### src/sv/assert_macros.svh
// ----------------------------------------------------------------------------
// assert_macros.svh
// Shared assertion macros for the date adder RTL.
// ----------------------------------------------------------------------------
`ifndef ASSERT_MACROS_SVH
`define ASSERT_MACROS_SVH

// Check on every clock edge outside of reset.
`define ASSERT_ON_CLK(lbl, prop, msg) \
   lbl: assert property (@(posedge clock) disable iff (reset) prop) \
      else $error(msg);

// Check on every clock edge, reset included.
`define ASSERT_ALWAYS(lbl, prop, msg) \
   lbl: assert property (@(posedge clock) prop) else $error(msg);

`endif

### src/sv/dag_pkg.sv
// ----------------------------------------------------------------------------
// dag_pkg
// Types, constants and calendar helpers shared by the date adder modules.
// ----------------------------------------------------------------------------
package dag_pkg;

   // Port field widths
   localparam int MONTH_W = 4;
   localparam int DAYF_W  = 5;
   localparam int YEAR_W  = 14;
   localparam int ADD_W   = 16;

   // Days of the add count that take part, and the last year
   localparam int ADD_WIDTH  = 16;
   localparam int YEAR_LIMIT = 9999;

   localparam logic [ADD_W-1:0] ADD_MASK = (ADD_WIDTH >= ADD_W) ? {ADD_W{1'b1}} :
                                           ADD_W'((64'd1 << ADD_WIDTH) - 64'd1);

   // Running day count: start day plus the full add count
   localparam int DAY_W = $clog2(32 + (1 << ADD_W));
   // Running year: holds the limit plus one
   localparam int YR_W  = ($clog2(YEAR_LIMIT + 2) > YEAR_W) ? $clog2(YEAR_LIMIT + 2) : YEAR_W;

   // Year modulo 400: quotient by reciprocal multiply, (year * 5243) >> 21,
   // exact for every 14-bit year, then one multiply and subtract
   localparam int R400_W       = 9;
   localparam int QUO_W        = 6;
   localparam int DIV400_SHIFT = 21;
   localparam int PROD_W       = DIV400_SHIFT + QUO_W;
   localparam logic [PROD_W-1:0] DIV400_MUL  = PROD_W'(5243);
   localparam logic [YEAR_W-1:0] CYCLE_YEARS = YEAR_W'(400);

   // Status codes
   localparam logic [1:0] STATUS_OK       = 2'd0;
   localparam logic [1:0] STATUS_INVALID  = 2'd1;
   localparam logic [1:0] STATUS_OVERFLOW = 2'd2;

   // Month numbers
   localparam logic [MONTH_W-1:0] MONTH_JAN = 4'd1;
   localparam logic [MONTH_W-1:0] MONTH_FEB = 4'd2;
   localparam logic [MONTH_W-1:0] MONTH_DEC = 4'd12;

   localparam logic [DAYF_W-1:0] MONTH_LEN [13] = '{
      5'd0, 5'd31, 5'd28, 5'd31, 5'd30, 5'd31, 5'd30,
      5'd31, 5'd31, 5'd30, 5'd31, 5'd30, 5'd31
   };

   typedef enum logic [1:0] {
      F_IDLE,
      F_DIV,
      F_REM,
      F_PUSH
   } dag_fstate_type;

   typedef enum logic [1:0] {
      B_IDLE,
      B_RUN,
      B_FIN,
      B_DONE
   } dag_bstate_type;

   // One classified item between front and back
   typedef struct packed {
      logic                 invalid;
      logic [MONTH_W-1:0]   month;
      logic [DAY_W-1:0]     day;
      logic [YR_W-1:0]      year;
      logic [R400_W-1:0]    r400;
      logic [MONTH_W-1:0]   today_month;
      logic [DAYF_W-1:0]    today_day;
      logic [YEAR_W-1:0]    today_year;
   } dag_item_type;

   typedef struct packed {
      logic full;
      logic empty;
   } dag_qstat_type;

   // Leap year from the year modulo 400
   function automatic logic is_leap(input logic [R400_W-1:0] r);
      return (r[1:0] == 2'd0) && (r != R400_W'(100)) && (r != R400_W'(200)) &&
             (r != R400_W'(300));
   endfunction

   // Length of a month; zero for a month code outside 1..12
   function automatic logic [DAYF_W-1:0] days_in_month(input logic [MONTH_W-1:0] m,
                                                       input logic leap);
      logic [DAYF_W-1:0] d;
      if (m > MONTH_DEC) begin
         d = '0;
      end else begin
         d = MONTH_LEN[m];
      end
      if (m == MONTH_FEB && leap) begin
         d = d + DAYF_W'(1);
      end
      return d;
   endfunction

endpackage

### src/sv/dag_front.sv
// ----------------------------------------------------------------------------
// dag_front
// Accepts a request, reduces its year modulo 400 by reciprocal multiplication
// and checks the start date; pushes the classified item into the queue.
// ----------------------------------------------------------------------------
module dag_front (
   input  logic                         clock,
   input  logic                         reset,
   input  logic                         req_valid,
   output logic                         req_stall,
   input  logic [dag_pkg::MONTH_W-1:0]  req_in_month,
   input  logic [dag_pkg::DAYF_W-1:0]   req_in_day,
   input  logic [dag_pkg::YEAR_W-1:0]   req_in_year,
   input  logic [dag_pkg::ADD_W-1:0]    req_days_to_add,
   input  logic [dag_pkg::MONTH_W-1:0]  req_today_month,
   input  logic [dag_pkg::DAYF_W-1:0]   req_today_day,
   input  logic [dag_pkg::YEAR_W-1:0]   req_today_year,
   input  dag_pkg::dag_qstat_type       q_stat,
   output logic                         q_push,
   output dag_pkg::dag_item_type        q_item
);

   dag_pkg::dag_fstate_type state_ff, state_in;

   logic [dag_pkg::MONTH_W-1:0] month_ff, month_in;
   logic [dag_pkg::DAYF_W-1:0]  day_ff, day_in;
   logic [dag_pkg::YEAR_W-1:0]  year_ff, year_in;
   logic [dag_pkg::ADD_W-1:0]   add_ff, add_in;
   logic [dag_pkg::MONTH_W-1:0] tm_ff, tm_in;
   logic [dag_pkg::DAYF_W-1:0]  td_ff, td_in;
   logic [dag_pkg::YEAR_W-1:0]  ty_ff, ty_in;
   logic [dag_pkg::YEAR_W-1:0]  rem_ff, rem_in;
   logic [dag_pkg::QUO_W-1:0]   quo_ff, quo_in;

   logic [dag_pkg::PROD_W-1:0]  prod;
   logic                        leap;
   logic [dag_pkg::DAYF_W-1:0]  dim;
   logic                        date_ok;

   // State register
   always_ff @(posedge clock) begin
      if (reset) begin
         state_ff <= dag_pkg::F_IDLE;
      end else begin
         state_ff <= state_in;
      end
   end

   // Payload registers
   always_ff @(posedge clock) begin
      month_ff <= month_in;
      day_ff   <= day_in;
      year_ff  <= year_in;
      add_ff   <= add_in;
      tm_ff    <= tm_in;
      td_ff    <= td_in;
      ty_ff    <= ty_in;
      rem_ff   <= rem_in;
      quo_ff   <= quo_in;
   end

   // Classify the held start date
   always_comb begin
      prod    = dag_pkg::PROD_W'(year_ff) * dag_pkg::DIV400_MUL;
      leap    = dag_pkg::is_leap(rem_ff[dag_pkg::R400_W-1:0]);
      dim     = dag_pkg::days_in_month(month_ff, leap);
      date_ok = (year_ff != '0) && (32'(year_ff) <= dag_pkg::YEAR_LIMIT) &&
                (month_ff >= dag_pkg::MONTH_JAN) && (month_ff <= dag_pkg::MONTH_DEC) &&
                (day_ff != '0) && (day_ff <= dim);
   end

   // Next state and outputs
   always_comb begin
      state_in = state_ff;
      month_in = month_ff;
      day_in   = day_ff;
      year_in  = year_ff;
      add_in   = add_ff;
      tm_in    = tm_ff;
      td_in    = td_ff;
      ty_in    = ty_ff;
      rem_in   = rem_ff;
      quo_in   = quo_ff;
      q_push   = 1'b0;
      req_stall = (state_ff != dag_pkg::F_IDLE);

      q_item.invalid     = !date_ok;
      q_item.month       = month_ff;
      q_item.day         = dag_pkg::DAY_W'(day_ff) +
                           dag_pkg::DAY_W'(add_ff & dag_pkg::ADD_MASK);
      q_item.year        = dag_pkg::YR_W'(year_ff);
      q_item.r400        = rem_ff[dag_pkg::R400_W-1:0];
      q_item.today_month = tm_ff;
      q_item.today_day   = td_ff;
      q_item.today_year  = ty_ff;

      case (state_ff)
         dag_pkg::F_IDLE: begin
            // take a transfer and start the modulo reduction
            if (req_valid) begin
               month_in = req_in_month;
               day_in   = req_in_day;
               year_in  = req_in_year;
               add_in   = req_days_to_add;
               tm_in    = req_today_month;
               td_in    = req_today_day;
               ty_in    = req_today_year;
               state_in = dag_pkg::F_DIV;
            end
         end
         dag_pkg::F_DIV: begin
            // register the year divided by 400
            quo_in   = prod[dag_pkg::PROD_W-1:dag_pkg::DIV400_SHIFT];
            state_in = dag_pkg::F_REM;
         end
         dag_pkg::F_REM: begin
            // remainder: year less the whole 400-year cycles
            rem_in   = year_ff - dag_pkg::YEAR_W'(quo_ff) * dag_pkg::CYCLE_YEARS;
            state_in = dag_pkg::F_PUSH;
         end
         dag_pkg::F_PUSH: begin
            // hold until the queue has room
            if (!q_stat.full) begin
               q_push   = 1'b1;
               state_in = dag_pkg::F_IDLE;
            end
         end
         default: begin
            state_in = dag_pkg::F_IDLE;
         end
      endcase
   end

endmodule

### src/sv/dag_queue.sv
// ----------------------------------------------------------------------------
// dag_queue
// Two-entry queue of classified items between front and back.
// ----------------------------------------------------------------------------
`include "assert_macros.svh"

module dag_queue (
   input  logic                   clock,
   input  logic                   reset,
   input  logic                   push,
   input  dag_pkg::dag_item_type  push_item,
   input  logic                   pop,
   output dag_pkg::dag_item_type  head_item,
   output dag_pkg::dag_qstat_type stat
);

   dag_pkg::dag_item_type entry_ff [2];
   logic       wr_ptr_ff, wr_ptr_in;
   logic       rd_ptr_ff, rd_ptr_in;
   logic [1:0] count_ff, count_in;

   // Pointers and fill count
   always_ff @(posedge clock) begin
      if (reset) begin
         wr_ptr_ff <= 1'b0;
         rd_ptr_ff <= 1'b0;
         count_ff  <= 2'd0;
      end else begin
         wr_ptr_ff <= wr_ptr_in;
         rd_ptr_ff <= rd_ptr_in;
         count_ff  <= count_in;
      end
   end

   // Entry storage
   always_ff @(posedge clock) begin
      if (push) begin
         entry_ff[wr_ptr_ff] <= push_item;
      end
   end

   // Advance pointers on push and pop
   always_comb begin
      wr_ptr_in = push ? !wr_ptr_ff : wr_ptr_ff;
      rd_ptr_in = pop ? !rd_ptr_ff : rd_ptr_ff;
      count_in  = count_ff;
      if (push && !pop) begin
         count_in = count_ff + 2'd1;
      end else if (pop && !push) begin
         count_in = count_ff - 2'd1;
      end
      head_item  = entry_ff[rd_ptr_ff];
      stat.full  = (count_ff == 2'd2);
      stat.empty = (count_ff == 2'd0);
   end

   `ASSERT_ON_CLK(a_count_range, count_ff != 2'd3, "queue count out of range")
   `ASSERT_ON_CLK(a_no_overflow, push |-> (count_ff != 2'd2) || pop, "push into full queue")
   `ASSERT_ON_CLK(a_no_underflow, pop |-> count_ff != 2'd0, "pop from empty queue")

endmodule

### src/sv/dag_back.sv
// ----------------------------------------------------------------------------
// dag_back
// Steps a classified date forward one month or one whole year per cycle,
// saturates on year overflow, compares with today and holds the result.
// ----------------------------------------------------------------------------
`include "assert_macros.svh"

module dag_back (
   input  logic                         clock,
   input  logic                         reset,
   input  dag_pkg::dag_qstat_type       q_stat,
   input  dag_pkg::dag_item_type        q_item,
   output logic                         q_pop,
   output logic                         rsp_valid,
   input  logic                         rsp_stall,
   output logic [1:0]                   rsp_status,
   output logic [dag_pkg::MONTH_W-1:0]  rsp_out_month,
   output logic [dag_pkg::DAYF_W-1:0]   rsp_out_day,
   output logic [dag_pkg::YEAR_W-1:0]   rsp_out_year,
   output logic                         rsp_is_past
);

   dag_pkg::dag_bstate_type state_ff, state_in;

   logic [dag_pkg::MONTH_W-1:0] month_ff, month_in;
   logic [dag_pkg::DAY_W-1:0]   day_ff, day_in;
   logic [dag_pkg::YR_W-1:0]    year_ff, year_in;
   logic [dag_pkg::R400_W-1:0]  r400_ff, r400_in;
   logic [dag_pkg::MONTH_W-1:0] tm_ff, tm_in;
   logic [dag_pkg::DAYF_W-1:0]  td_ff, td_in;
   logic [dag_pkg::YEAR_W-1:0]  ty_ff, ty_in;
   logic [1:0]                  status_ff, status_in;
   logic [dag_pkg::MONTH_W-1:0] out_month_ff, out_month_in;
   logic [dag_pkg::DAYF_W-1:0]  out_day_ff, out_day_in;
   logic [dag_pkg::YEAR_W-1:0]  out_year_ff, out_year_in;
   logic                        past_ff, past_in;

   logic                        leap_now;
   logic [dag_pkg::DAYF_W-1:0]  dim;
   logic [dag_pkg::DAY_W-1:0]   ylen;
   logic [dag_pkg::YR_W-1:0]    year_next;
   logic [dag_pkg::R400_W-1:0]  r400_next;
   logic                        year_step;
   logic                        past;

   // State register
   always_ff @(posedge clock) begin
      if (reset) begin
         state_ff <= dag_pkg::B_IDLE;
      end else begin
         state_ff <= state_in;
      end
   end

   // Working and result registers
   always_ff @(posedge clock) begin
      month_ff     <= month_in;
      day_ff       <= day_in;
      year_ff      <= year_in;
      r400_ff      <= r400_in;
      tm_ff        <= tm_in;
      td_ff        <= td_in;
      ty_ff        <= ty_in;
      status_ff    <= status_in;
      out_month_ff <= out_month_in;
      out_day_ff   <= out_day_in;
      out_year_ff  <= out_year_in;
      past_ff      <= past_in;
   end

   // Calendar facts of the current month and year
   always_comb begin
      leap_now  = dag_pkg::is_leap(r400_ff);
      dim       = dag_pkg::days_in_month(month_ff, leap_now);
      ylen      = leap_now ? dag_pkg::DAY_W'(366) : dag_pkg::DAY_W'(365);
      year_next = year_ff + dag_pkg::YR_W'(1);
      r400_next = (r400_ff == dag_pkg::R400_W'(399)) ? '0 : r400_ff + dag_pkg::R400_W'(1);
      // on or before today, compared year, then month, then day
      if (year_ff != dag_pkg::YR_W'(ty_ff)) begin
         past = (year_ff < dag_pkg::YR_W'(ty_ff));
      end else if (month_ff != tm_ff) begin
         past = (month_ff < tm_ff);
      end else begin
         past = (day_ff <= dag_pkg::DAY_W'(td_ff));
      end
   end

   // Next state and outputs
   always_comb begin
      state_in     = state_ff;
      month_in     = month_ff;
      day_in       = day_ff;
      year_in      = year_ff;
      r400_in      = r400_ff;
      tm_in        = tm_ff;
      td_in        = td_ff;
      ty_in        = ty_ff;
      status_in    = status_ff;
      out_month_in = out_month_ff;
      out_day_in   = out_day_ff;
      out_year_in  = out_year_ff;
      past_in      = past_ff;
      q_pop        = 1'b0;
      year_step    = 1'b0;

      case (state_ff)
         dag_pkg::B_IDLE: begin
            // pull the next item from the queue
            if (!q_stat.empty) begin
               q_pop = 1'b1;
               if (q_item.invalid) begin
                  status_in    = dag_pkg::STATUS_INVALID;
                  out_month_in = '0;
                  out_day_in   = '0;
                  out_year_in  = '0;
                  past_in      = 1'b0;
                  state_in     = dag_pkg::B_DONE;
               end else begin
                  status_in = dag_pkg::STATUS_OK;
                  month_in  = q_item.month;
                  day_in    = q_item.day;
                  year_in   = q_item.year;
                  r400_in   = q_item.r400;
                  tm_in     = q_item.today_month;
                  td_in     = q_item.today_day;
                  ty_in     = q_item.today_year;
                  state_in  = dag_pkg::B_RUN;
               end
            end
         end
         dag_pkg::B_RUN: begin
            // advance a whole year from January, else one month
            if (day_ff > dag_pkg::DAY_W'(dim)) begin
               if (month_ff == dag_pkg::MONTH_JAN && day_ff > ylen) begin
                  day_in    = day_ff - ylen;
                  year_step = 1'b1;
               end else begin
                  day_in = day_ff - dag_pkg::DAY_W'(dim);
                  if (month_ff == dag_pkg::MONTH_DEC) begin
                     month_in  = dag_pkg::MONTH_JAN;
                     year_step = 1'b1;
                  end else begin
                     month_in = month_ff + dag_pkg::MONTH_W'(1);
                  end
               end
               if (year_step) begin
                  year_in = year_next;
                  r400_in = r400_next;
                  // saturate past the last year
                  if (32'(year_next) > dag_pkg::YEAR_LIMIT) begin
                     status_in = dag_pkg::STATUS_OVERFLOW;
                     year_in   = dag_pkg::YR_W'(dag_pkg::YEAR_LIMIT);
                     month_in  = dag_pkg::MONTH_DEC;
                     day_in    = dag_pkg::DAY_W'(31);
                     state_in  = dag_pkg::B_FIN;
                  end
               end
            end else begin
               state_in = dag_pkg::B_FIN;
            end
         end
         dag_pkg::B_FIN: begin
            // register the result and the comparison with today
            out_month_in = month_ff;
            out_day_in   = day_ff[dag_pkg::DAYF_W-1:0];
            out_year_in  = year_ff[dag_pkg::YEAR_W-1:0];
            past_in      = past;
            state_in     = dag_pkg::B_DONE;
         end
         dag_pkg::B_DONE: begin
            // hold the result until the transfer
            if (!rsp_stall) begin
               state_in = dag_pkg::B_IDLE;
            end
         end
         default: begin
            state_in = dag_pkg::B_IDLE;
         end
      endcase
   end

   assign rsp_valid     = (state_ff == dag_pkg::B_DONE);
   assign rsp_status    = status_ff;
   assign rsp_out_month = out_month_ff;
   assign rsp_out_day   = out_day_ff;
   assign rsp_out_year  = out_year_ff;
   assign rsp_is_past   = past_ff;

   `ASSERT_ON_CLK(a_invalid_zero, (rsp_valid && rsp_status == dag_pkg::STATUS_INVALID) |->
      (rsp_out_month == '0 && rsp_out_day == '0 && rsp_out_year == '0 && !rsp_is_past),
      "invalid result carries a date")
   `ASSERT_ON_CLK(a_run_month, (state_ff == dag_pkg::B_RUN) |->
      (month_ff >= dag_pkg::MONTH_JAN && month_ff <= dag_pkg::MONTH_DEC),
      "month out of range while stepping")
   `ASSERT_ON_CLK(a_run_year, (state_ff == dag_pkg::B_RUN) |->
      (year_ff != '0 && 32'(year_ff) <= dag_pkg::YEAR_LIMIT),
      "year beyond limit while stepping")

endmodule

### src/sv/gregorian_date_add_days.sv
// ----------------------------------------------------------------------------
// gregorian_date_add_days
// Adds a day count to a Gregorian date and compares the result with today.
// ----------------------------------------------------------------------------
// Usage:
//   Request channel (req_*): start date, day count and today's date; a
//   transfer happens on a clock edge with req_valid high and req_stall low.
//   Response channel (rsp_*): status (0 ok, 1 invalid start date, 2 year
//   overflow, saturated to December 31 of the last year), result date and
//   is_past (result on or before today). One response per request, in order.
//   The front end captures each request, divides the year by 400, takes the
//   remainder and pushes the item into a two-entry queue, so it keeps
//   taking requests while the back end works.
//   The back end steps one month, or one whole year from January, per cycle,
//   and takes the next item from the queue only once its response has
//   transferred; an invalid start date skips the steps.
//   A stalled response holds in its output register; req_stall stays high
//   from each transfer until its item is pushed, longer if the queue is full.
//   Reset (synchronous, active high) empties the queue and idles both ends.
// ----------------------------------------------------------------------------
module gregorian_date_add_days (
   input  logic                         clock,
   input  logic                         reset,
   input  logic                         req_valid,
   output logic                         req_stall,
   input  logic [dag_pkg::MONTH_W-1:0]  req_in_month,
   input  logic [dag_pkg::DAYF_W-1:0]   req_in_day,
   input  logic [dag_pkg::YEAR_W-1:0]   req_in_year,
   input  logic [dag_pkg::ADD_W-1:0]    req_days_to_add,
   input  logic [dag_pkg::MONTH_W-1:0]  req_today_month,
   input  logic [dag_pkg::DAYF_W-1:0]   req_today_day,
   input  logic [dag_pkg::YEAR_W-1:0]   req_today_year,
   output logic                         rsp_valid,
   input  logic                         rsp_stall,
   output logic [1:0]                   rsp_status,
   output logic [dag_pkg::MONTH_W-1:0]  rsp_out_month,
   output logic [dag_pkg::DAYF_W-1:0]   rsp_out_day,
   output logic [dag_pkg::YEAR_W-1:0]   rsp_out_year,
   output logic                         rsp_is_past
);

   dag_pkg::dag_qstat_type q_stat;
   dag_pkg::dag_item_type  push_item;
   dag_pkg::dag_item_type  head_item;
   logic                   q_push;
   logic                   q_pop;

   // Accept and classify
   dag_front u_front (
      .clock           (clock),
      .reset           (reset),
      .req_valid       (req_valid),
      .req_stall       (req_stall),
      .req_in_month    (req_in_month),
      .req_in_day      (req_in_day),
      .req_in_year     (req_in_year),
      .req_days_to_add (req_days_to_add),
      .req_today_month (req_today_month),
      .req_today_day   (req_today_day),
      .req_today_year  (req_today_year),
      .q_stat          (q_stat),
      .q_push          (q_push),
      .q_item          (push_item)
   );

   // Decouple front and back
   dag_queue u_queue (
      .clock     (clock),
      .reset     (reset),
      .push      (q_push),
      .push_item (push_item),
      .pop       (q_pop),
      .head_item (head_item),
      .stat      (q_stat)
   );

   // Step the date and hold the response
   dag_back u_back (
      .clock         (clock),
      .reset         (reset),
      .q_stat        (q_stat),
      .q_item        (head_item),
      .q_pop         (q_pop),
      .rsp_valid     (rsp_valid),
      .rsp_stall     (rsp_stall),
      .rsp_status    (rsp_status),
      .rsp_out_month (rsp_out_month),
      .rsp_out_day   (rsp_out_day),
      .rsp_out_year  (rsp_out_year),
      .rsp_is_past   (rsp_is_past)
   );

endmodule

### config.mk
export PLATFORM = sky130hd
export DESIGN_NAME = gregorian_date_add_days
export DESIGN_NICKNAME = d
export VERILOG_FILES = /design/src/sv/dag_pkg.sv /design/src/sv/dag_front.sv /design/src/sv/dag_queue.sv /design/src/sv/dag_back.sv /design/src/sv/gregorian_date_add_days.sv
export VERILOG_INCLUDE_DIRS = /design/src /design/src/sv
export SDC_FILE = /design/constraint.sdc
export NUM_CORES = 1
export LEC_CHECK = 0
export BUFFER_PORTS_ARGS = -buffer_cell sky130_fd_sc_hd__buf_4
export CAP_MARGIN = 20
export CORE_ASPECT_RATIO = 1.75
export CORE_MARGIN = 2
export CORE_UTILIZATION = 40
export CTS_BUF_LIST = sky130_fd_sc_hd__clkbuf_4 sky130_fd_sc_hd__clkbuf_8 sky130_fd_sc_hd__clkbuf_16
export CTS_CLUSTER_DIAMETER = 60
export DETAILED_ROUTE_END_ITERATION = 8
export HOLD_SLACK_MARGIN = 0.03
export SYNTH_ARGS = -nofsm -noshare
export SYNTH_HDL_FRONTEND = slang
export SYNTH_SLANG_ARGS = --single-unit
### constraint.sdc
create_clock -name clock -period 4.9 [get_ports clock]
set_input_delay 1.47 -clock clock [delete_from_list [all_inputs] [get_ports clock]]
set_output_delay 1.47 -clock clock [all_outputs]
set_load 0.005 [all_outputs]
==> flow_metrics.tcl, run 1 <==
set metrics [dict create \
    run_status "completed" \
    synth_seq_cells 314 \
    p_leak_nw 8.32 \
    synth_edf_count 305 \
    async_flop_share_pct 0 \
    crit_path_end_kind "flip-flop" \
    finalCoreUtilization_pct 46.7 \
    worstPathArrival_ns 5.31 \
    drc 0 \
    cellPowerDensity_mw_per_mm2 702 \
    worstPathRequired_ns 5.32 \
    layout_commonest_cell "edfxtp_1" \
    cts_hold_buffers 0 \
    reg2regPathDepth 16 \
    num_vias 10600 \
    drtPass1Iterations 5 \
    grt-busiest-layer "met2" \
    die_h_microns 282 \
    fin_area_sq_mm 0.0206 \
    hold_path_end "u_queue.entry_ff[0][2]$_DFFE_PP_" \
    antenna_found_initial 0 \
    hold_slack_ns 0.440 \
    met1_usage_pct 16.2 \
    stdcell_count 2110 \
    initial_utilization_pct 40.2 \
    ys_types 70 \
    dp_hpwl_microns 30000 \
    min_period_over_period_pct 99.8 \
    clkSinkCount 314 \
    insertion_delay_ns 0.56 \
    root_buffer "clkbuf_16" \
    hold_path_class "flip-flop to flip-flop" \
    hold_violations 0 \
    avgSynthCellArea_sq_um 12.9 \
    fmax_mhz 204 \
    clock_skew_ns 0.0143 \
    drv_cap 0 \
    detail_route.vias_per_cell 5.02 \
    cts.clk_slew.worst_paths_ns 0.07 \
    criticalPathCategory "flip-flop to flip-flop" \
    period_needed_ns 4.89 \
    worst_pin_slew_ns 1.05 \
    port_buffers 93 \
    power_mw 14.4 \
    reg2reg_to "u_front.quo_ff[4]$_DFFE_PN_" \
    slew_violations 0 \
    ys_warn_count 0 \
    gp_congestion 0.855 \
    rsz0062_at_grt "true" \
    hold_path_depth 0 \
    grt_pass1_vias 10900 \
    syn2layout_area_growth_pct 16.1 \
    ys_dominant_reg_cell "edfxtp_1" \
    ant_nets 0 \
    finalSetupViolCount 0 \
    antenna_cells 0 \
    seq_area_frac_synth_pct 52.7 \
    ff2ff_setup_slack_ns 0.01 \
    grt-ovfl-total 0 \
    worst_r2r_startpoint "u_front.year_ff[11]$_DFFE_PP_" \
    syn_inst 1372 \
    use_met2_pct 35.5 \
    core_sq_mm 0.0440 \
    placed_cells_incl_taps 2048 \
    drive_gt1_share_pct 17.8 \
    min-delay-start "u_front.ty_ff[2]$_DFFE_PP_" \
    dpl_cell_area_sq_mm 0.0193 \
    wire_per_inst_microns 18.2 \
    syn-cell-area_sq_mm 0.0177 \
    ir_drop_mv 0.717 \
    first_iter_violations 428 \
    gr-usage-all-layers_pct 16.8 \
    cts.path.max_buffers 3 \
    ios 94 \
    syn_nets 1680 \
    dieArea_sq_mm 0.0460 \
    slew-limit-headroom_pct 29.9 \
    grt_pass1_wl_microns 59300 \
    cp_max_fo 3 \
    cts_tree "done" \
    drt_wl_total_microns 38300 \
    grt_max_degree 58 \
    h-tree-depth 1 \
    num_rows 102 \
    layout.nets 1822 \
    die_x_microns 163 \
    grtUsageMet3_pct 1.70 \
    final_cell_mix "edfxtp_1 (305), inv_1 (203), ha_1 (169), buf_4 (133), fa_1 (64)" \
    startpoint_type "flip-flop" \
    cts_buffers 30 \
]
-- timing repair --
action | CTS | global route
setup buffers | 5 | 1
gates resized for setup | 17 | 11
endpoints found under the setup margin | 3 | 6
pin swaps | 19 | 12
-- synth_stat cells, types with 3 or more instances --
library cell,instances,area (sq um)
edfxtp_1,305,9160
inv_1,209,785
ha_1,176,2200
fa_1,66,1320
nor2_1,56,210
mux2i_1,50,500
nand2_1,48,180
o21ai_0,45,225
a21oi_1,40,200
xnor2_1,38,333
xor2_1,31,272
o22ai_1,29,181
mux2_2,26,293
nand3_1,22,110
and2_1,18,113
clkbuf_1,18,67.6
a211oi_1,14,105
nand4_1,13,81.3
nor2b_1,13,81.3
a21o_1,12,90.1
and3_1,12,75.1
a31oi_1,11,68.8
dfxtp_1,9,180
nand2b_1,9,56.3
nor3_1,9,45.0
o211ai_1,7,52.6
or3_1,7,43.8
buf_2,5,25.0
a31o_2,4,35.0
buf_1,4,15.0
nor4_1,4,25.0
o21a_1,4,30.0
o21bai_1,4,30.0
or4_1,4,30.0
nand4bb_1,3,33.8
or2_2,3,18.8
-- stage by stage --
| step | worst slack [ns] | TNS, ns |
|---|---|---|
| floorplan | 0.0456 | 0 |
| global placement | -0.0369 | -0.0627 |
| detailed placement | -0.114 | -0.228 |
| CTS | -0.0216 | -0.0216 |
| global route | -0.145 | -0.277 |
| finish | 0.00955 | 0 |
-- layer usage --
layer  part of all wire [%]  up-vias
li1                       -     5148
met1                     34     5207
met2                     60      177
met3                    2.6       57
met4                    3.6        0
met5                      0        -
-- state kept, by name, indices dropped and copies added, names as in the netlist, 9 cells and up, named ones only --
register,cells
u_front.add_ff,16
u_queue.entry_ff,136
u_front.ty_ff,14
u_front.rem_ff,9
u_back.year_ff,14
u_back.day_ff,17
u_back.ty_ff,14
u_back.rsp_out_year,14
u_front.year_ff,14
u_back.r400_ff,9
-- cell type report --
class                           instances  area [sq um]
Timing Repair Buffer                  139          1070
Inverter                              210           788
Clock inverter                         17           209
Fill cell                            3906         23500
Clock buffer                           39           848
Tap cell                              572           716
Sequential cell                       314          9340
Multi-Input combinational cell        819          7590
-- report_power, final --
group,switching (mW),internal (mW),total [mW]
sequential,0.420,3.79,4.21
combinational,4.43,3.37,7.80
clock,1.02,1.40,2.42
-- cells by family (layout without fill, tap and decap cells) --
group / count (synthesis) / after routing / synth area share, %
flip-flops: 314 / 314 / 52.7
AND/OR/NAND/NOR: 237 / 237 / 7.17
adder cells (fa/ha/maj): 242 / 242 / 19.9
buffers and inverters: 239 / 405 / 5.16
XOR/XNOR: 70 / 70 / 3.50
multiplexers: 76 / 76 / 4.48
AO/OA/AOI/OAI: 194 / 194 / 7.04
-- how the worst max path moves through the flow --
| stage | startpoint | to | slack (ns) | cells after the start |
|---|---|---|---|---|
| 6_report | u_front.year_ff[11]$_DFFE_PP_ | u_front.quo_ff[4]$_DFFE_PN_ | 0.01 | 16 |
| 2_1_floorplan | u_front.year_ff[10]$_DFFE_PP_ | u_front.quo_ff[4]$_DFFE_PN_ | 0.05 | 15 |
| 4_1_cts | u_front.year_ff[11]$_DFFE_PP_ | u_front.quo_ff[4]$_DFFE_PN_ | -0.02 | 18 |
| 5_1_grt | u_front.year_ff[10]$_DFFE_PP_ | u_front.quo_ff[4]$_DFFE_PN_ | -0.15 | 19 |
| 3_5_place_dp | u_front.year_ff[10]$_DFFE_PP_ | u_front.quo_ff[3]$_DFFE_PN_ | -0.11 | 20 |
| 3_3_place_gp | u_front.year_ff[10]$_DFFE_PP_ | u_front.quo_ff[3]$_DFFE_PN_ | -0.04 | 20 |
-- worst max-delay path, cell delays in order (launching register included) --
cell and delay [ns]:
edfxtp_1 0.43, buf_4 0.17, fa_2 0.56, ha_4 0.21, fa_1 0.48, fa_1 0.51
inv_2 0.04, fa_1 0.48, inv_2 0.05, ha_4 0.20, a222oi_1 0.34, o211ai_1 0.19
a21oi_2 0.17, a22oi_2 0.09, a31o_2 0.27, or4_1 0.46, nand4_1 0.09
No activity file was read; power rests on OpenSTA's default activity.
==> run 2: changes to the inputs <==
- CELL_PAD_IN_SITES_DETAIL_PLACEMENT: not set -> 0
- CELL_PAD_IN_SITES_GLOBAL_PLACEMENT: not set -> 1
- PLACE_DENSITY_LB_ADDON: not set -> 0.1
==> run 2 against run 1 <==
- the run now ends with negative setup slack left
- critical path depth up 1
- worst setup slack worse by 0.059 ns
- sequential share of layout area down 0.24 points
- global-route usage up 1.3 points
- hold slack better by 0.011 ns
- largest cell class unchanged
==> flow_metrics.tcl, run 2 (synthesis gave the netlist of run 1 again) <==
set metrics [dict create \
    run_status "complete, but fails checks" \
    violations "negative setup slack" \
    antenna_found_initial 0 \
    clkSinkCount 314 \
    cp_max_fo 4 \
    detail_route.vias_per_cell 4.92 \
    fin_area_sq_mm 0.0207 \
    finalCoreUtilization_pct 47.0 \
    grt_pass1_vias 11200 \
    root_buffer "clkbuf_16" \
    cp_cell_sequence "fa_1 > ha_1 > inv_2 > fa_1 > inv_1 > fa_1 > inv_2 > fa_2 > inv_1 > ha_2 > a222oi_1 > o211ai_1 > a21oi_2 > a22oi_2 > a31o_2 > or4_4 > nand4_1" \
    syn2layout_area_growth_pct 16.7 \
    min-delay-start "u_front.td_ff[1]$_DFFE_PP_" \
    startpoint_type "flip-flop" \
    largest_reg_flops 136 \
    criticalPathCategory "flip-flop to flip-flop" \
    num_vias 10400 \
    slew_violations 0 \
    fin_tns_setup_ns -0.0498 \
    largest_registers "u_queue.entry_ff (136), u_back.day_ff (17), u_front.add_ff (16)" \
    layout_commonest_cell "edfxtp_1" \
    first_iter_violations 549 \
    nFillCells 4015 \
    hold_slack_ns 0.450 \
    drv_cap 0 \
    grt_pass1_wl_microns 62900 \
    ant_nets 0 \
    worstPathArrival_ns 5.39 \
    initial_utilization_pct 40.2 \
    final_cell_mix "edfxtp_1 (305), inv_1 (202), ha_1 (170), buf_4 (146), fa_1 (64)" \
    die_x_microns 163 \
    fmax_mhz 202 \
    crit_path_end_kind "flip-flop" \
    port_buffers 93 \
    finalSetupViolCount 1 \
    antenna_cells 0 \
    insertion_delay_ns 0.59 \
    ios 94 \
    cts.path.max_buffers 3 \
    rsz0062_at_grt "true" \
    grt_max_degree 63 \
    cpLargestDelayFamily "adder cells" \
    clock_skew_ns 0.0153 \
    worst_pin_slew_ns 0.950 \
    grt-ovfl-total 0 \
    gr-usage-all-layers_pct 18.1 \
    dp_hpwl_microns 31200 \
    min_period_over_period_pct 101 \
    crit_top_cell "fa_1" \
    worst_r2r_startpoint "u_front.year_ff[11]$_DFFE_PP_" \
    worstPathRequired_ns 5.34 \
    regMostFlops "u_queue.entry_ff" \
    cts_tree "done" \
    drive_gt1_share_pct 18.4 \
    cp.buffers_inverters 4 \
    cts_buffers 31 \
    period_needed_ns 4.95 \
    timing.final.ws_setup_ns -0.0498 \
    cellPowerDensity_mw_per_mm2 703 \
    dieArea_sq_mm 0.0460 \
    critPathLaunch "u_front.year_ff[11]$_DFFE_PP_" \
    dpl_cell_area_sq_mm 0.0194 \
    cts_hold_buffers 0 \
    max_stage_delay_ns 0.54 \
    core_sq_mm 0.0440 \
    h-tree-depth 1 \
    drt_wl_total_microns 40300 \
    wire_per_inst_microns 19.0 \
    cts.clk_slew.worst_paths_ns 0.07 \
    slew-limit-headroom_pct 36.7 \
    layout.nets 1834 \
    ir_drop_mv 1.18 \
    gp_congestion 0.837 \
    p_leak_nw 8.40 \
    drc 0 \
    placed_cells_incl_taps 2058 \
    hold_violations 0 \
    slowest_stage "fa_2" \
    num_rows 102 \
    hold_path_class "flip-flop to flip-flop" \
    die_h_microns 282 \
    stdcell_count 2122 \
    drtPass1Iterations 4 \
]
==> run 2: report_power, final <==
group          internal [mW]  switching [mW]  total (mW)
sequential              3.79           0.440        4.23
clock                   1.53            1.07        2.59
combinational           3.37            4.35        7.72
total                   8.68            5.86        14.5
==> run 2: metrics by stage <==
step | power, mW | setup WS [ns]
floorplan | 9.29 | 0.0456
global placement | 11.7 | -0.199
detailed placement | 11.7 | -0.288
CTS | 14.7 | -0.102
global route | 16.0 | -0.260
finish | 14.5 | -0.0498
==> run 2: final timing paths <==
kind / end / slack (ns) / cells after the start
max: u_front.quo_ff[4]$_DFFE_PN_ / -0.05 / 17
min: u_queue.entry_ff[1][15]$_DFFE_PP_ / 0.45 / 0
max reg2reg: u_front.quo_ff[4]$_DFFE_PN_ / -0.05 / 17
min reg2reg: u_queue.entry_ff[1][15]$_DFFE_PP_ / 0.45 / 0
==> run 2: metal layers <==
metal  global-route usage [%]  part of all wire (%)
met5                        0                     0
met1                     18.3                    35
met3                     1.79                   2.3
met4                     7.65                   4.3
met2                     37.0                    58
==> run 2: final cells by class <==
class	instances	area [sq um]	share of cell area (%)
repair buffers	150	1140	5.52
flip-flops and latches	314	9340	45.2
well taps	572	716	3.46
clock inverters	23	309	1.49
clock buffers	34	811	3.92
multi-input cells	819	7570	36.6
inverters	210	788	3.81
==> run 2: what timing repair did <==
action / 4_1_cts / 5_1_grt
gates resized for setup: 14 / 12
buffers inserted: 4 / 3
pin swaps: 21 / 16
hold endpoints to repair: 0 / 0
endpoints found under the setup margin: 3 / 4
==> run 3: changes to the inputs <==
- CTS_CLUSTER_DIAMETER: 60 -> not set
- GPL_TIMING_DRIVEN: not set -> 0
==> run 3 against run 2 <==
- the flow still finishes with violations (negative setup slack)
- worst setup slack worse by 0.16 ns
- fmax is 3.1% lower
- clock-buffer cell count stayed put
- clock skew is 0.0042 ns lower
- clock power is 2% lower
- highest routed layer unchanged
- power is 3.3% higher
- final area is 1.9% higher
- final cell count is 1.4% higher
- sequential power is 2% lower
- via count is 2.6% higher
- register-to-register slack worse by 0.16 ns
==> flow_metrics.tcl, run 3 (synthesis gave the netlist of run 1 again) <==
set metrics [dict create \
    ir_drop_mv 1.44 \
    grt_max_degree 37 \
    die_h_microns 282 \
    rsz0062_at_grt "true" \
    wire_per_inst_microns 19.5 \
    ios 94 \
    criticalPathCategory "flip-flop to flip-flop" \
    worstPathRequired_ns 5.32 \
    worst_r2r_startpoint "u_front.year_ff[9]$_DFFE_PP_" \
    min-delay-start "u_front.td_ff[4]$_DFFE_PP_" \
    ff2ff_setup_slack_ns -0.21 \
    drive_gt1_share_pct 19.4 \
    num_rows 102 \
    final_cell_mix "edfxtp_1 (305), inv_1 (198), ha_1 (162), buf_4 (138), fa_1 (64)" \
    ant_nets 0 \
    dieArea_sq_mm 0.0460 \
    fin_tns_setup_ns -0.316 \
    clkSinkCount 314 \
    layout_commonest_cell "edfxtp_1" \
    core_sq_mm 0.0440 \
    antenna_found_initial 0 \
    insertion_delay_ns 0.56 \
    crit_top_cell "fa_1" \
    drt_wl_total_microns 41900 \
    drtPass1Iterations 4 \
    initial_utilization_pct 40.2 \
    power_mw 15.0 \
    clock_skew_ns 0.0112 \
    dp_hpwl_microns 31900 \
    stdcell_count 2152 \
    hold_path_class "flip-flop to flip-flop" \
    violations "negative setup slack" \
    fin_area_sq_mm 0.0211 \
    timing.final.ws_setup_ns -0.209 \
    startpoint_type "flip-flop" \
    hold_violations 0 \
    worstPathArrival_ns 5.52 \
    cts_buffers 30 \
    antenna_cells 0 \
    worst_pin_slew_ns 0.981 \
    max_stage_delay_ns 0.53 \
    cts_hold_buffers 0 \
    hold_path_depth 0 \
    grt_pass1_vias 11300 \
    grt_pass1_wl_microns 63800 \
    slew-limit-headroom_pct 34.6 \
    cts_tree "done" \
    layout.nets 1865 \
    cts.path.max_buffers 3 \
    grt-ovfl-total 0 \
    crit_path_end_kind "flip-flop" \
    root_buffer "clkbuf_16" \
    period_needed_ns 5.11 \
    run_status "complete, but fails checks" \
    finalCoreUtilization_pct 47.9 \
    cp_cell_sequence "buf_12 > fa_1 > ha_2 > inv_1 > fa_1 > inv_2 > fa_1 > inv_1 > fa_1 > inv_2 > ha_4 > a222oi_1 > o211ai_1 > a21oi_2 > a22oi_2 > buf_6 > a31o_4 > or4_1 > nand4_1" \
    slew_violations 0 \
    cts.clk_slew.worst_paths_ns 0.07 \
    placed_cells_incl_taps 2044 \
    die_x_microns 163 \
    finalSetupViolCount 3 \
    port_buffers 93 \
    largest_reg_flops 136 \
    num_vias 10700 \
    syn2layout_area_growth_pct 19.0 \
    hold_path_end "u_queue.entry_ff[1][18]$_DFFE_PP_" \
    drc 0 \
    cp_max_fo 6 \
    p_leak_nw 8.48 \
    first_iter_violations 533 \
    drv_cap 0 \
    detail_route.vias_per_cell 4.97 \
    gr-usage-all-layers_pct 18.6 \
    fmax_mhz 196 \
    reg2reg_to "u_front.quo_ff[4]$_DFFE_PN_" \
    gp_congestion 0.826 \
    dpl_cell_area_sq_mm 0.0193 \
    h-tree-depth 1 \
    regMostFlops "u_queue.entry_ff" \
    slowest_stage "fa_1" \
    reg2regPathDepth 19 \
    largest_registers "u_queue.entry_ff (136), u_back.day_ff (17), u_front.add_ff (16)" \
    cellPowerDensity_mw_per_mm2 712 \
    min_period_over_period_pct 104 \
]
-- run 3: cell type report --
| type | count | area [sq um] |
|---|---|---|
| well taps | 572 | 716 |
| plain buffers | 29 | 126 |
| flip-flops and latches | 314 | 9340 |
| multi-input cells | 820 | 7720 |
| inverters | 210 | 795 |
| clock inverters | 21 | 277 |
| clock buffers | 34 | 805 |
| repair buffers | 152 | 1290 |
| fillers | 4064 | 23000 |
-- run 3: how the worst max path moves through the flow --
stage / startpoint / end
global placement: flip-flop / u_back.r400_ff[0]$_DFFE_PP_
finish: u_front.year_ff[9]$_DFFE_PP_ / u_front.quo_ff[4]$_DFFE_PN_
global route: u_front.year_ff[9]$_DFFE_PP_ / u_front.quo_ff[4]$_DFFE_PN_
CTS: u_front.year_ff[13]$_DFFE_PP_ / u_front.quo_ff[4]$_DFFE_PN_
floorplan: u_front.year_ff[10]$_DFFE_PP_ / u_front.quo_ff[4]$_DFFE_PN_
detailed placement: u_front.year_ff[4]$_DFFE_PP_ / u_front.quo_ff[4]$_DFFE_PN_
-- run 3: per-stage QoR --
step / hold WS, ns / setup WS, ns
global placement: 0.424 / -1.11
floorplan: 0.421 / 0.0456
detailed placement: 0.434 / -0.825
global route: 0.460 / -0.314
finish: 0.448 / -0.209
CTS: 0.451 / -0.188
-- run 3: what timing repair did --
item | 4_1_cts | 5_1_grt
resized for setup | 41 | 10
buffers inserted | 40 | 12
endpoints found under the setup margin | 5 | 31
pin swaps | 41 | 12
gates cloned | 0 | 1
-- run 3: metal layers --
| layer | wire length, microns | GRT usage, % | part of all wire (%) | vias up |
|---|---|---|---|---|
| met4 | 1250 | 5.72 | 3.0 | 0 |
| li1 | - | - | - | 5241 |
| met1 | 14700 | 18.6 | 35 | 5266 |
| met5 | 0 | 0 | 0 | - |
| met3 | 859 | 1.58 | 2.0 | 61 |
| met2 | 25100 | 39.1 | 60 | 138 |
-- run 3: where the power goes --
part	switching [mW]	leakage [nW]	internal, mW
Combinational	4.73	5.08	3.59
Sequential	0.375	2.87	3.78
Clock	1.03	0.529	1.50
-- run 3: worst max-delay path, delay by kind of cell (launching register included) --
kind            cells  cell delay [ns]
simple gates        2             0.58
flops               1             0.42
buf+inv             6             0.49
fa+ha+maj           6             2.42
compound gates      5             1.04
